`src/fcv_pkg.sv`:
```
// ----------------------------------------------------------------------------
// fcv_pkg
// Shared types, constants and the 16-bit carry fold for the frame checksum
// verifier.
// ----------------------------------------------------------------------------
`default_nettype none

package fcv_pkg;

  localparam int unsigned NUM_PORTS = 16;
  localparam int unsigned HALF_W    = 16;
  localparam int unsigned PORT_IDX_W = 4;

  typedef enum logic [1:0] {
    VERDICT_DELIVERED = 2'd0,
    VERDICT_BAD_SUM   = 2'd1,
    VERDICT_CLOSED    = 2'd2
  } verdict_t;

  typedef struct packed {
    verdict_t          verdict;
    logic [HALF_W-1:0] forward_checksum;
  } judgement_t;

  // Fold a sum of up to three 16-bit terms back to 16 bits.
  function automatic logic [HALF_W-1:0] fold16(input logic [HALF_W+1:0] s);
    logic [HALF_W:0] first;
    logic [HALF_W:0] second;
    first  = {1'b0, s[HALF_W-1:0]} + {15'b0, s[HALF_W+1:HALF_W]};
    second = {1'b0, first[HALF_W-1:0]} + {16'b0, first[HALF_W]};
    return second[HALF_W-1:0];
  endfunction

endpackage

`default_nettype wire

```
`src/fcv_judge.sv`:
```
// ----------------------------------------------------------------------------
// fcv_judge
// Finishes the checksum of the last word and decides delivery, checksum
// error or closed port.
// ----------------------------------------------------------------------------
`default_nettype none

module fcv_judge (
  input  wire logic [15:0]            payload,
  input  wire logic [15:0]            port_number,
  input  wire logic [15:0]            msg_number,
  input  wire logic [15:0]            received_checksum,
  input  wire logic [15:0]            port_open_mask,
  output fcv_pkg::judgement_t         judgement
);
  import fcv_pkg::*;

  logic [HALF_W-1:0]     full;
  logic [HALF_W-1:0]     calc;
  logic [PORT_IDX_W-1:0] port_idx;
  logic [HALF_W-1:0]     port_minus_one;
  logic                  port_in_range;

  assign full = fold16({2'b00, payload} + {2'b00, port_number} + {2'b00, msg_number});
  assign calc = ~full;
  assign port_minus_one = port_number - 16'd1;
  assign port_idx = port_minus_one[PORT_IDX_W-1:0];
  assign port_in_range = (port_number != 16'd0) && (port_number <= HALF_W'(NUM_PORTS));

  always_comb begin
    judgement.forward_checksum = ~payload;
    if (calc != received_checksum) begin
      judgement.verdict = VERDICT_BAD_SUM;
    end else if (!port_in_range) begin
      judgement.verdict = VERDICT_CLOSED;
    end else if (port_open_mask[port_idx]) begin
      judgement.verdict = VERDICT_DELIVERED;
    end else begin
      judgement.verdict = VERDICT_CLOSED;
    end
  end

endmodule

`default_nettype wire

```
`src/frame_checksum_verify_route.sv`:
```
// ----------------------------------------------------------------------------
// frame_checksum_verify_route
// Frame checksum verifier and port router.
// ----------------------------------------------------------------------------
// Takes one 32-bit payload word per cycle while not stalled and keeps a
// folded 16-bit ones' complement sum of its halves. On the word flagged last
// it adds port and message number, checks the complemented fold against the
// received checksum and emits one verdict with the payload-only checksum and
// the port. An accepted word is loaded into the input register; when it is
// the last word, its verdict is then loaded into the result register.
// Throughput is one word per cycle while the input is not stalled; the
// running-sum register closes the only loop. The input stalls only while a
// last word waits in the input register behind a stalled result. The
// port-open bitmap is written through the cfg channel, which is always ready.
// ----------------------------------------------------------------------------
`default_nettype none

module frame_checksum_verify_route (
  input  wire logic        clk,
  input  wire logic        rst,
  input  wire logic        cfg_valid,
  output logic             cfg_ready,
  input  wire logic [15:0] cfg_data,
  input  wire logic        word_valid,
  output logic             word_stall,
  input  wire logic [31:0] payload_word,
  input  wire logic [15:0] port_number,
  input  wire logic [15:0] msg_number,
  input  wire logic [15:0] received_checksum,
  input  wire logic        last_word,
  output logic             result_valid,
  input  wire logic        result_stall,
  output logic [1:0]       verdict,
  output logic [15:0]      forward_checksum,
  output logic [15:0]      port_echo
);
  import fcv_pkg::*;

  logic [HALF_W-1:0] port_open_mask;
  logic [HALF_W-1:0] payload_sum;

  logic              s1_valid;
  logic [31:0]       s1_word;
  logic [15:0]       s1_port;
  logic [15:0]       s1_msg;
  logic [15:0]       s1_rcv;
  logic              s1_last;

  logic              s1_advance;
  logic              word_accept;
  logic [HALF_W-1:0] payload;
  judgement_t        judgement;

  assign cfg_ready = 1'b1;

  assign s1_advance  = s1_valid && (!s1_last || !result_valid || !result_stall);
  assign word_stall  = s1_valid && !s1_advance;
  assign word_accept = word_valid && !word_stall;

  assign payload = fold16({2'b00, payload_sum} + {2'b00, s1_word[15:0]}
                          + {2'b00, s1_word[31:16]});

  fcv_judge u_judge (
    .payload           (payload),
    .port_number       (s1_port),
    .msg_number        (s1_msg),
    .received_checksum (s1_rcv),
    .port_open_mask    (port_open_mask),
    .judgement         (judgement)
  );

  always_ff @(posedge clk) begin
    if (rst) begin
      port_open_mask <= '0;
      payload_sum    <= '0;
      s1_valid       <= 1'b0;
      result_valid   <= 1'b0;
    end else begin
      if (cfg_valid && cfg_ready) begin
        port_open_mask <= cfg_data;
      end
      if (s1_advance) begin
        payload_sum <= s1_last ? '0 : payload;
      end
      if (word_accept) begin
        s1_valid <= 1'b1;
      end else if (s1_advance) begin
        s1_valid <= 1'b0;
      end
      if (s1_advance && s1_last) begin
        result_valid <= 1'b1;
      end else if (!result_stall) begin
        result_valid <= 1'b0;
      end
    end
  end

  always_ff @(posedge clk) begin
    if (word_accept) begin
      s1_word <= payload_word;
      s1_port <= port_number;
      s1_msg  <= msg_number;
      s1_rcv  <= received_checksum;
      s1_last <= last_word;
    end
    if (s1_advance && s1_last) begin
      verdict          <= judgement.verdict;
      forward_checksum <= judgement.forward_checksum;
      port_echo        <= s1_port;
    end
  end

  a_sum_clears: assert property (@(posedge clk) disable iff (rst)
    s1_advance && s1_last |=> payload_sum == '0)
    else $error("running sum not cleared after last word");

  a_stall_needs_full: assert property (@(posedge clk) disable iff (rst)
    word_stall |-> s1_valid && s1_last && result_valid)
    else $error("input stalled without a blocked last word");

  a_delivered_in_range: assert property (@(posedge clk) disable iff (rst)
    result_valid && verdict == VERDICT_DELIVERED
      |-> port_echo != 16'd0 && port_echo <= 16'(NUM_PORTS))
    else $error("delivered verdict for out-of-range port");

  a_result_from_s1: assert property (@(posedge clk) disable iff (rst)
    $rose(result_valid) |-> $past(s1_valid) && $past(s1_last))
    else $error("result without a last word in the input register");

endmodule

`default_nettype wire
```
`config.mk`:
```
export PLATFORM = sky130hd
export DESIGN_NAME = frame_checksum_verify_route
export DESIGN_NICKNAME = d
export VERILOG_FILES = /design/src/fcv_pkg.sv /design/src/fcv_judge.sv /design/src/frame_checksum_verify_route.sv
export SDC_FILE = /design/constraint.sdc
export NUM_CORES = 1
export LEC_CHECK = 0
export BUFFER_PORTS_ARGS = -buffer_cell sky130_fd_sc_hd__buf_2
export CAP_MARGIN = 20
export CORE_ASPECT_RATIO = 0.8
export CORE_MARGIN = 2
export CORE_UTILIZATION = 40
export DETAILED_ROUTE_END_ITERATION = 16
export REMOVE_ABC_BUFFERS = 1
export SLEW_MARGIN = 20
export SYNTH_ARGS = -nofsm -noshare
export SYNTH_HDL_FRONTEND = slang
export SYNTH_SLANG_ARGS = --single-unit
export TNS_END_PERCENT = 5
```
`constraint.sdc`:
```
create_clock -name clk -period 22.1 [get_ports clk]
set_input_delay 2.21 -clock clk [delete_from_list [all_inputs] [get_ports clk]]
set_output_delay 2.21 -clock clk [all_outputs]
set_load 0.01 [all_outputs]
```
==> results of run 1 <==
tightest hold or removal path, delay by kind of cell (launching register included):
| family | cells | cell delay (ns) |
|---|---|---|
| flops | 1 | 0.31 |
| simple gates | 1 | 0.05 |
| compound gates | 1 | 0.05 |
placed cells by master, fill, tap and decap left out, types with 7 or more instances in the layout:
cell,Yosys,final
sky130_fd_sc_hd__o21bai_1,7,7
sky130_fd_sc_hd__fa_1,21,21
sky130_fd_sc_hd__edfxtp_1,115,115
sky130_fd_sc_hd__mux2i_1,17,17
sky130_fd_sc_hd__nand3_1,15,15
sky130_fd_sc_hd__nand4_1,10,10
sky130_fd_sc_hd__xnor2_1,55,55
sky130_fd_sc_hd__dfxtp_1,34,34
sky130_fd_sc_hd__a21oi_1,45,45
sky130_fd_sc_hd__clkbuf_16,0,17
sky130_fd_sc_hd__nor4_1,12,12
sky130_fd_sc_hd__a211oi_1,10,10
sky130_fd_sc_hd__xor2_1,34,34
sky130_fd_sc_hd__nor3b_1,7,7
sky130_fd_sc_hd__o21ai_0,26,26
sky130_fd_sc_hd__a21o_1,18,18
sky130_fd_sc_hd__o21a_1,7,7
sky130_fd_sc_hd__ha_1,58,58
sky130_fd_sc_hd__nor3_1,22,22
sky130_fd_sc_hd__buf_2,3,137
sky130_fd_sc_hd__a22oi_1,13,13
sky130_fd_sc_hd__inv_1,47,47
sky130_fd_sc_hd__nor2b_1,8,8
sky130_fd_sc_hd__nand2_1,37,37
sky130_fd_sc_hd__or3_1,8,8
sky130_fd_sc_hd__and3_1,9,9
sky130_fd_sc_hd__nor2_1,67,65
metrics by stage:
| step | cell area, um^2 | util | std cells | worst slack [ns] | power [mW] |
|---|---|---|---|---|---|
| after floorplan | 9110 | - | 815 | 10.46 | 1.17 |
| after global placement | 10200 | 0.453 | 1260 | 9.07 | 1.39 |
| after detailed placement | 10200 | 0.454 | 1261 | 8.43 | 1.39 |
| after CTS | 10800 | 0.479 | 1293 | 8.37 | 1.68 |
| after global routing | 10800 | 0.479 | 1293 | 7.15 | 1.82 |
| final | 10800 | 0.479 | 1295 | 8.33 | 1.68 |
cell families after synthesis:
kind of cell,synth area share
buffers and inverters,0.0301
xor gates and xnor gates,0.0919
AOI/OAI and AO/OA,0.141
muxes,0.0282
adders and majority gates,0.124
other,0.000407
DFF,0.449
and+or+nand+nor,0.136
final cells by class:
cell class | instances | area, um^2 | area share
Multi-Input combinational cell | 619 | 4820 | 0.446
Sequential cell | 149 | 4130 | 0.382
Timing Repair Buffer | 140 | 728 | 0.0673
Clock buffer | 18 | 429 | 0.0397
Tap cell | 306 | 383 | 0.0354
Inverter | 47 | 176 | 0.0163
Clock inverter | 14 | 135 | 0.0125
Antenna cell | 2 | 5.00 | 0.000463
path summary, 6_finish.rpt:
kind / startpoint / end / cells past startpoint
min: payload_sum[1] / payload_sum[1] / 2
max reg2reg: payload_sum[1] / verdict[0] / 57
max: payload_sum[1] / verdict[0] / 57
min reg2reg: payload_sum[1] / payload_sum[1] / 2
report_power, final:
part / internal, mW / leakage (nW) / switching, mW
logic: 0.435 / 2.72 / 0.633
registers: 0.324 / 1.38 / 0.0101
clock network: 0.165 / 0.267 / 0.117
routing by layer:
metal	wire, um	vias to the layer above
li1	-	3396
met1	11600	3161
met2	8640	206
met3	1550	25
met4	345	2
met5	16	-
flip-flops by register name, summed over array words and instances, names as in the netlist:
signal and cells:
forward_checksum 16, payload_sum 16, port_echo 16, port_open_mask 16, result_valid 1, s1_last 1
s1_msg 16, s1_port 16, s1_rcv 16, s1_valid 1, s1_word 32, verdict 2
==> flow_summary.json, run 1 <==
{
  "post_drt_wl_per_cell_um": 17.1,
  "floorplan.initialDensity": 0.408,
  "power-per-cell-area_nw_per_um2": 156,
  "run_status": "finished, final reports clean",
  "post_synthesis_cell_type_count": 71,
  "global_route.peak_usage_layer": "met1",
  "register_to_register_path_setup_slack_ns": 8.33,
  "core_region_area_um2": 22600,
  "post_route_antenna_net_violation_count": 0,
  "path_clk_slew_ns": 0.06,
  "initialDrtViolationCount": 423,
  "rows": 49,
  "globalRouteTotalUtil": 0.186,
  "period_needed_ns": 13.77,
  "rsz_0062_raised_after_global_routing": "false",
  "most_frequent_cell_after_synthesis": "sky130_fd_sc_hd__edfxtp_1",
  "syn_area_um2": 9220,
  "tightest_slew_ns": 0.992,
  "first_pass_drt_iterations": 5,
  "post_route_cells_drive_above_1_share": 0.196,
  "nets": 1155,
  "met3_layer_usage_reported_by_global_route": 0.0566,
  "worst_path_most_repeated_cell": "sky130_fd_sc_hd__ha_1",
  "post-synth-top-area-cell": "sky130_fd_sc_hd__edfxtp_1",
  "cts_hold_buf": 0,
  "groute.layer.met2.usage": 0.246,
  "ir_worst_vdd_mv": 0.0716,
  "critPathMaxFanout": 9,
  "min_path_type": "reg2reg",
  "timing.critical_path.slowest_cell_delay_ns": 0.59,
  "worst_ep_required_time_ns": 22.28,
  "critical_path.endpoint_type": "flop",
  "first_global_vias": 6485,
  "whs_ns": 0.473,
  "remaining_drc_errors": 0,
  "tritoncts.num_buffers": 17,
  "max-cap-violations": 0,
  "filler_cell_count": 2138,
  "timing.critical_path.from_type": "flop",
  "layout-area-overhead-vs-synth_pct": 17.4,
  "timing.max_slew.rel_slack": 0.337,
  "fp.dieH_um": 140,
  "number_of_input_and_output_port_buffers_inserted": 137,
  "synthDominantCellAreaShare": 0.375,
  "clock-sinks": 149,
  "postRouteWirelength_mm": 22.2,
  "place.gp.congestion": 0.920,
  "fin_tns_setup_ns": 0,
  "tritoncts": "yes",
  "detailedPlacementHpwl_mm": 17.1,
  "criticalPathCategory": "reg2reg",
  "avgSynthCellArea_um2": 11.0,
  "post_drt_via_cell_ratio": 5.24,
  "num_vias": 6790,
  "fp.dieArea_um2": 24300,
  "fmax_mhz": 72.6,
  "yosys_register_bits": 149,
  "postSynth.topFlopCell": "sky130_fd_sc_hd__edfxtp_1",
  "skew_ns": 0.0140,
  "finalHoldViolCount": 0,
  "die_w_um": 174,
  "cts_max_path_buffers": 2,
  "post_cts_setup_inserts": 0,
  "grt_first_pass_wirelength_mm": 35.0,
  "maxSlewViolCount": 0,
  "postSynth.asyncResetShare": 0,
  "cts_htree_levels": 4,
  "path_delay_family": "compound AO/OA/AOI/OAI gates",
  "gr-total-overflow": 0,
  "synth.top_cells.by_count": "sky130_fd_sc_hd__edfxtp_1 (115), sky130_fd_sc_hd__nor2_1 (67), sky130_fd_sc_hd__ha_1 (58)",
  "post_synth_main_area_contributors": "sky130_fd_sc_hd__edfxtp_1 (37%), sky130_fd_sc_hd__ha_1 (7.9%), sky130_fd_sc_hd__dfxtp_1 (7.4%)",
  "grt_start_max_net_pins": 49,
  "number_of_enable_flip_flop_cells_after_synthesis": 115,
  "timing.critical_path.arrival_ns": 13.95,
  "cts_root_buf": "sky130_fd_sc_hd__clkbuf_16",
  "worstPathBufferInverterCount": 2,
  "power_leakage_nw": 4.37,
  "latest_clock_arrival_within_the_worst_skew_pair_ns": 0.44,
  "setup-violations-final": 0,
  "design.portCount": 139,
  "slowest_stage_cell_on_the_critical_path": "sky130_fd_sc_hd__a211oi_1",
  "grt_util_met1": 0.284,
  "synth.yosys.warnings": 0,
  "post_cts.resized_instances": 0,
  "initial_antenna_violation_count": 2,
  "synth_cells": 838,
  "synth_seq_area_share": 0.449,
  "min_period_over_period": 0.623
}
No activity file was read; power rests on OpenSTA's default activity.
==> run 2: changes to the inputs <==
clock period = 12.4 ns   (was 22.1 ns; I/O delays follow)
==> run 2 against run 1 <==
  * Core utilization increased by 4.4 points
  * Largest cell class unchanged
  * Via count increased by 6.1%
  * Final cell count increased by 6.9%
  * Highest routed layer unchanged
  * Clock power increased by 86%
  * Register-to-register slack got worse by 7.9 ns
  * Non-clock buffer count increased by 90
  * Die area unchanged
  * Sequential power increased by 78%
==> flow_summary.json, run 2 (same netlist as run 1, synthesis figures left out) <==
{
  "instances_no_fill": 1384,
  "initialDrtViolationCount": 466,
  "cts_root_buf": "sky130_fd_sc_hd__clkbuf_16",
  "path_delay_family": "compound AO/OA/AOI/OAI gates",
  "slowest_stage_cell_on_the_critical_path": "sky130_fd_sc_hd__fa_1",
  "postRouteWirelength_mm": 23.3,
  "critPathMaxFanout": 5,
  "setup-violations-final": 0,
  "timing.critical_path.from_type": "flop",
  "num_vias": 7206,
  "floorplan.initialDensity": 0.408,
  "run_status": "finished, final reports clean",
  "r2r_end": "verdict[0]",
  "p_total_mw": 3.34,
  "number_of_input_and_output_port_buffers_inserted": 137,
  "remaining_drc_errors": 0,
  "fp.dieH_um": 140,
  "detailedPlacementHpwl_mm": 17.7,
  "post_route_cells_drive_above_1_share": 0.307,
  "post_drt_wl_per_cell_um": 16.9,
  "first_global_vias": 6869,
  "cts_htree_levels": 4,
  "clock-sinks": 149,
  "worst_path_most_repeated_cell": "sky130_fd_sc_hd__buf_4",
  "period_needed_ns": 11.92,
  "tritoncts": "yes",
  "min_period_over_period": 0.962,
  "first_pass_drt_iterations": 5,
  "layout-area-overhead-vs-synth_pct": 28.2,
  "rr_startpoint": "s1_word[18]",
  "register_to_register_path_setup_slack_ns": 0.48,
  "max-cap-violations": 0,
  "worst_ep_required_time_ns": 12.58,
  "critical_path.endpoint_type": "flop",
  "timing.max_slew.rel_slack": 0.373,
  "post_drt_via_cell_ratio": 5.21,
  "most_frequent_standard_cell_in_the_layout_excluding_fill_and_tap_cells": "sky130_fd_sc_hd__buf_2",
  "criticalPathCategory": "reg2reg",
  "worstSetupEndpoint": "verdict[0]",
  "timing.critical_path.slowest_cell_delay_ns": 0.60,
  "design_area_um2": 11800,
  "power-per-cell-area_nw_per_um2": 283,
  "cts_hold_buf": 0,
  "place.gp.congestion": 0.888,
  "design.portCount": 139,
  "placedInstanceArea_um2": 10800,
  "worstPathBufferInverterCount": 8,
  "finalHoldViolCount": 0,
  "tightest_slew_ns": 0.935,
  "nets": 1245,
  "globalRouteTotalUtil": 0.191,
  "gr-total-overflow": 0,
  "filler_cell_count": 2089,
  "largest_register_ffs": 32,
  "power_leakage_nw": 4.84,
  "grt_first_pass_wirelength_mm": 36.1,
  "r2r.worst_path.cells": 65,
  "ir_worst_vdd_mv": 0.163,
  "grt_start_max_net_pins": 46,
  "fmax_mhz": 83.9,
  "die_w_um": 174,
  "latest_clock_arrival_within_the_worst_skew_pair_ns": 0.44,
  "mostFrequentLayoutCells": "sky130_fd_sc_hd__buf_2 (137), sky130_fd_sc_hd__edfxtp_1 (115), sky130_fd_sc_hd__buf_4 (90)",
  "placedCellCount": 1335,
  "maxSlewViolCount": 0,
  "skew_ns": 0.0107,
  "timing.critical_path.arrival_ns": 12.11,
  "cts_max_path_buffers": 2,
  "fp.dieArea_um2": 24300,
  "tritoncts.num_buffers": 17,
  "path_clk_slew_ns": 0.06,
  "critPathLaunch": "s1_word[18]",
  "crit_cells": 65,
  "rows": 49,
  "largest_register": "s1_word",
  "core_region_area_um2": 22600,
  "initial_antenna_violation_count": 4,
  "min_path_type": "reg2reg",
  "post_route_antenna_net_violation_count": 0
}
-- run 2: cell types whose count changed in the layout (fill, tap and decap cells not counted), sizes merged --
cell      before  now
clkinvlp       4    5
bufinv         2    3
clkinv         7    3
clkbuf        18   20
buf          140  230
diode          2    1
-- run 2: layout make-up --
class / count / area [um^2] / area share
sequential: 149 / 4130 / 0.350
inverter: 47 / 176 / 0.0149
clock buffer: 20 / 437 / 0.0370
clock inverter: 12 / 155 / 0.0131
timing repair buffer: 230 / 1420 / 0.120
antenna: 1 / 2.50 / 0.000212
tap: 306 / 383 / 0.0324
multi-input combinational: 619 / 5100 / 0.432
-- run 2: layer usage --
metal	wire length, um	vias up	global-route usage
met5	28	-	0
met3	1600	28	0.0607
li1	-	3567	-
met1	12100	3404	0.292
met4	243	6	0.0495
met2	9410	201	0.257
-- run 2: stage by stage --
step | worst slack (ns) | utilization | hold slack, ns | TNS [ns]
6_report | 0.475 | 0.523 | 0.458 | 0
4_1_cts | 0.0201 | 0.504 | 0.459 | 0
3_5_place_dp | 0.133 | 0.478 | 0.449 | 0
5_1_grt | -0.115 | 0.523 | 0.488 | -0.127
3_3_place_gp | 0.436 | 0.478 | 0.445 | 0
2_1_floorplan | 0.760 | - | 0.426 | 0
-- run 2: worst min-delay path: stages (launching register included) --
cell and delay [ns]:
sky130_fd_sc_hd__dfxtp_1 0.31, sky130_fd_sc_hd__nand2_1 0.05, sky130_fd_sc_hd__a21oi_1 0.05
-- run 2: repair_timing --
item	in CTS	in global routing
resized for setup	0	61
endpoints found under the setup margin	0	2
buffers inserted	0	14
-- run 2: worst min path at each step --
| stage | start | endpoint | slack (ns) | cells after the start |
|---|---|---|---|---|
| 2_1_floorplan | payload_sum[1] | payload_sum[1] | 0.43 | 2 |
| 3_3_place_gp | payload_sum[1] | payload_sum[1] | 0.44 | 2 |
| 3_5_place_dp | payload_sum[1] | payload_sum[1] | 0.45 | 2 |
| 4_1_cts | payload_sum[1] | payload_sum[1] | 0.46 | 2 |
| 5_1_grt | payload_sum[1] | payload_sum[1] | 0.49 | 2 |
| 6_report | payload_sum[1] | payload_sum[1] | 0.46 | 2 |
-- run 2: power by group --
part           internal, mW  total [mW]  switching [mW]
registers             0.577       0.594          0.0176
logic                 0.983        2.23            1.24
clock network         0.316       0.525           0.209
==> run 3: changes to the inputs <==
SETUP_SLACK_MARGIN = 0.2   (was unset)
SYNTH_HIERARCHICAL = 1   (was unset)
==> run 3 against run 2 <==
  * Total power shrank 16%
  * Core utilization shrank 3.7 points
  * Die area grew 1.8%
  * Sequential power is essentially flat
  * Clock-buffer cell count is the same
  * Sequential share of layout area grew 1.6 points
  * Via count shrank 4.2%
  * Synthesized area grew 1.9%
  * Clock power grew 5.9%
  * Register-to-register slack gained 0.44 ns
  * Final area shrank 4.3%
  * Critical endpoint is now verdict[1]
  * Highest routed layer unchanged
==> flow_summary.json, run 3 <==
{
  "run_status": "finished, final reports clean",
  "detailedPlacementHpwl_mm": 17.5,
  "met2RoutedLength_mm": 9.28,
  "critical_path.endpoint_type": "flop",
  "post_drt_wl_per_cell_um": 17.9,
  "max-cap-violations": 0,
  "layout-area-overhead-vs-synth_pct": 20.4,
  "postSynth.asyncResetShare": 0,
  "min_period_over_period": 0.927,
  "latest_clock_arrival_within_the_worst_skew_pair_ns": 0.43,
  "timing.critical_path.from_type": "flop",
  "post_route_antenna_net_violation_count": 0,
  "most_frequent_cell_after_synthesis": "sky130_fd_sc_hd__edfxtp_1",
  "postSynth.topFlopCell": "sky130_fd_sc_hd__edfxtp_1",
  "post_drt_via_cell_ratio": 5.36,
  "synthDominantCellAreaShare": 0.368,
  "synth.yosys.warnings": 6,
  "period_needed_ns": 11.49,
  "ir_worst_vdd_mv": 0.132,
  "nets": 1139,
  "tightest_slew_ns": 1.00,
  "slowest_stage_cell_on_the_critical_path": "sky130_fd_sc_hd__fa_1",
  "yosys_register_bits": 149,
  "number_of_input_and_output_port_buffers_inserted": 137,
  "mostFrequentLayoutCells": "sky130_fd_sc_hd__buf_2 (137), sky130_fd_sc_hd__edfxtp_1 (115), sky130_fd_sc_hd__nor2_1 (63)",
  "worst_ep_required_time_ns": 12.65,
  "largest_register": "s1_word",
  "power_leakage_nw": 4.44,
  "first_pass_drt_iterations": 5,
  "avgSynthCellArea_um2": 11.6,
  "post_synth_main_area_contributors": "sky130_fd_sc_hd__edfxtp_1 (37%), sky130_fd_sc_hd__fa_1 (7.7%), sky130_fd_sc_hd__dfxtp_1 (7.2%)",
  "route.layer.met1.wl_mm": 11.8,
  "initialDrtViolationCount": 495,
  "rows": 50,
  "die_w_um": 175,
  "fin_tns_setup_ns": 0,
  "power-per-cell-area_nw_per_um2": 249,
  "fp.dieArea_um2": 24700,
  "cts_hold_buf": 0,
  "place.gp.congestion": 0.935,
  "globalRouteTotalUtil": 0.187,
  "post_synthesis_cell_type_count": 99,
  "most_frequent_standard_cell_in_the_layout_excluding_fill_and_tap_cells": "sky130_fd_sc_hd__buf_2",
  "largest_register_ffs": 32,
  "maxUsedRoutingLayer": "met5",
  "initial_antenna_violation_count": 4,
  "synth.top_cells.by_count": "sky130_fd_sc_hd__edfxtp_1 (115), sky130_fd_sc_hd__nor2_1 (67), sky130_fd_sc_hd__ha_1 (39), sky130_fd_sc_hd__xnor2_1 (39), sky130_fd_sc_hd__inv_1 (37)",
  "setup-violations-final": 0,
  "design.portCount": 139,
  "skew_ns": 0.0106,
  "finalHoldViolCount": 0,
  "cts_htree_levels": 4,
  "gr-total-overflow": 0,
  "maxSlewViolCount": 0,
  "remaining_drc_errors": 0,
  "syn_area_um2": 9390,
  "timing.critical_path.arrival_ns": 11.74,
  "route.met3.wl_mm": 1.76,
  "postRouteWirelength_mm": 23.1,
  "fp.dieH_um": 141,
  "tritoncts.num_buffers": 17,
  "first_global_vias": 6419,
  "tritoncts": "yes",
  "synth_seq_area_share": 0.440,
  "core_region_area_um2": 23200,
  "synth_cells": 810,
  "grt_first_pass_wirelength_mm": 35.6,
  "path_clk_slew_ns": 0.06,
  "final_core_utilization": 0.487,
  "rsz_0062_raised_after_global_routing": "false",
  "grt_start_max_net_pins": 47,
  "critPathMaxFanout": 9,
  "timing.max_slew.rel_slack": 0.332,
  "clock-sinks": 149,
  "fmax_mhz": 87.0,
  "min_path_type": "reg2reg",
  "num_vias": 6903,
  "post_route_cells_drive_above_1_share": 0.270,
  "criticalPathCategory": "reg2reg",
  "floorplan.initialDensity": 0.405,
  "number_of_enable_flip_flop_cells_after_synthesis": 115,
  "timing.critical_path.slowest_cell_delay_ns": 0.52,
  "cts_root_buf": "sky130_fd_sc_hd__clkbuf_16",
  "cts_max_path_buffers": 2,
  "post-synth-top-area-cell": "sky130_fd_sc_hd__edfxtp_1"
}
==> run 3: changes by cell type after synthesis, sizes merged, moves of 7 or more <==
| cell | change |
|---|---|
| a21o | -8 |
| a21oi | -13 |
| and2 | +7 |
| and3 | +7 |
| fa | +15 |
| ha | -19 |
| inv | -10 |
| nand3 | +10 |
| xnor2 | -13 |
| xor2 | -10 |
==> run 3: cells by family (layout without fill, tap and decap cells) <==
logic type / after synthesis / after routing / synth area share
flops: 149 / 149 / 0.440
compound gates: 184 / 184 / 0.149
fa+ha+maj: 75 / 75 / 0.129
xor+xnor: 68 / 68 / 0.0717
mux: 25 / 25 / 0.0322
simple gates: 254 / 254 / 0.155
other cells: 1 / 3 / 0.000399
buf+inv: 54 / 219 / 0.0225
==> run 3: per-layer routing <==
| metal | up-vias | track usage |
|---|---|---|
| li1 | 3365 | - |
| met1 | 3309 | 0.286 |
| met2 | 205 | 0.251 |
| met3 | 20 | 0.0618 |
| met4 | 4 | 0.0452 |
| met5 | - | 0 |
==> run 3: per-stage QoR <==
step / power (mW) / cells / setup WS, ns / area [um^2] / hold WS (ns)
3_5_place_dp: 2.19 / 1245 / 0.135 / 10400 / 0.475
5_1_grt: 2.99 / 1287 / 0.244 / 11300 / 0.529
2_1_floorplan: 1.85 / 793 / 1.81 / 9320 / 0.451
6_report: 2.81 / 1289 / 0.911 / 11300 / 0.490
3_3_place_gp: 2.20 / 1245 / 0.785 / 10400 / 0.469
4_1_cts: 2.76 / 1277 / 0.224 / 11100 / 0.490
==> run 3: path summary, 6_finish.rpt <==
| check | slack [ns] | cells after the start | from | to |
|---|---|---|---|---|
| max reg2reg | 0.91 | 52 | s1_word[7] | verdict[1] |
| min reg2reg | 0.49 | 2 | port_open_mask[1] | port_open_mask[1] |
| max | 0.91 | 52 | s1_word[7] | verdict[1] |
| min | 0.49 | 2 | port_open_mask[1] | port_open_mask[1] |
==> run 3: area by class of cell <==
| type | count | area (um^2) |
|---|---|---|
| fillers | 2122 | 11900 |
| multi-input cells | 607 | 5200 |
| flip-flops and latches | 149 | 4130 |
| clock inverters | 12 | 165 |
| clock buffers | 20 | 468 |
| well taps | 312 | 390 |
| diodes | 2 | 5.00 |
| inverters | 37 | 139 |
| repair buffers | 150 | 803 |
==> run 3: worst max-delay path: cells and delay by family, from the launching register on <==
| family | cells | cell delay [ns] |
|---|---|---|
| DFF | 1 | 0.39 |
| xor gates and xnor gates | 2 | 0.32 |
| adders and majority gates | 10 | 3.02 |
| AOI/OAI and AO/OA | 19 | 3.69 |
| and+or+nand+nor | 21 | 3.87 |
==> run 3: report_power, final <==
part	internal [mW]	switching [mW]	total, mW
Sequential	0.577	0.0196	0.597
Combinational	0.654	1.00	1.66
Clock	0.337	0.219	0.556
Total	1.57	1.24	2.81
==> run 3: repair_timing <==
item | in CTS | in global routing
buffers inserted | 0 | 9
setup endpoints to repair | 2 | 2
pin swaps | 0 | 7
gates resized for setup | 2 | 28
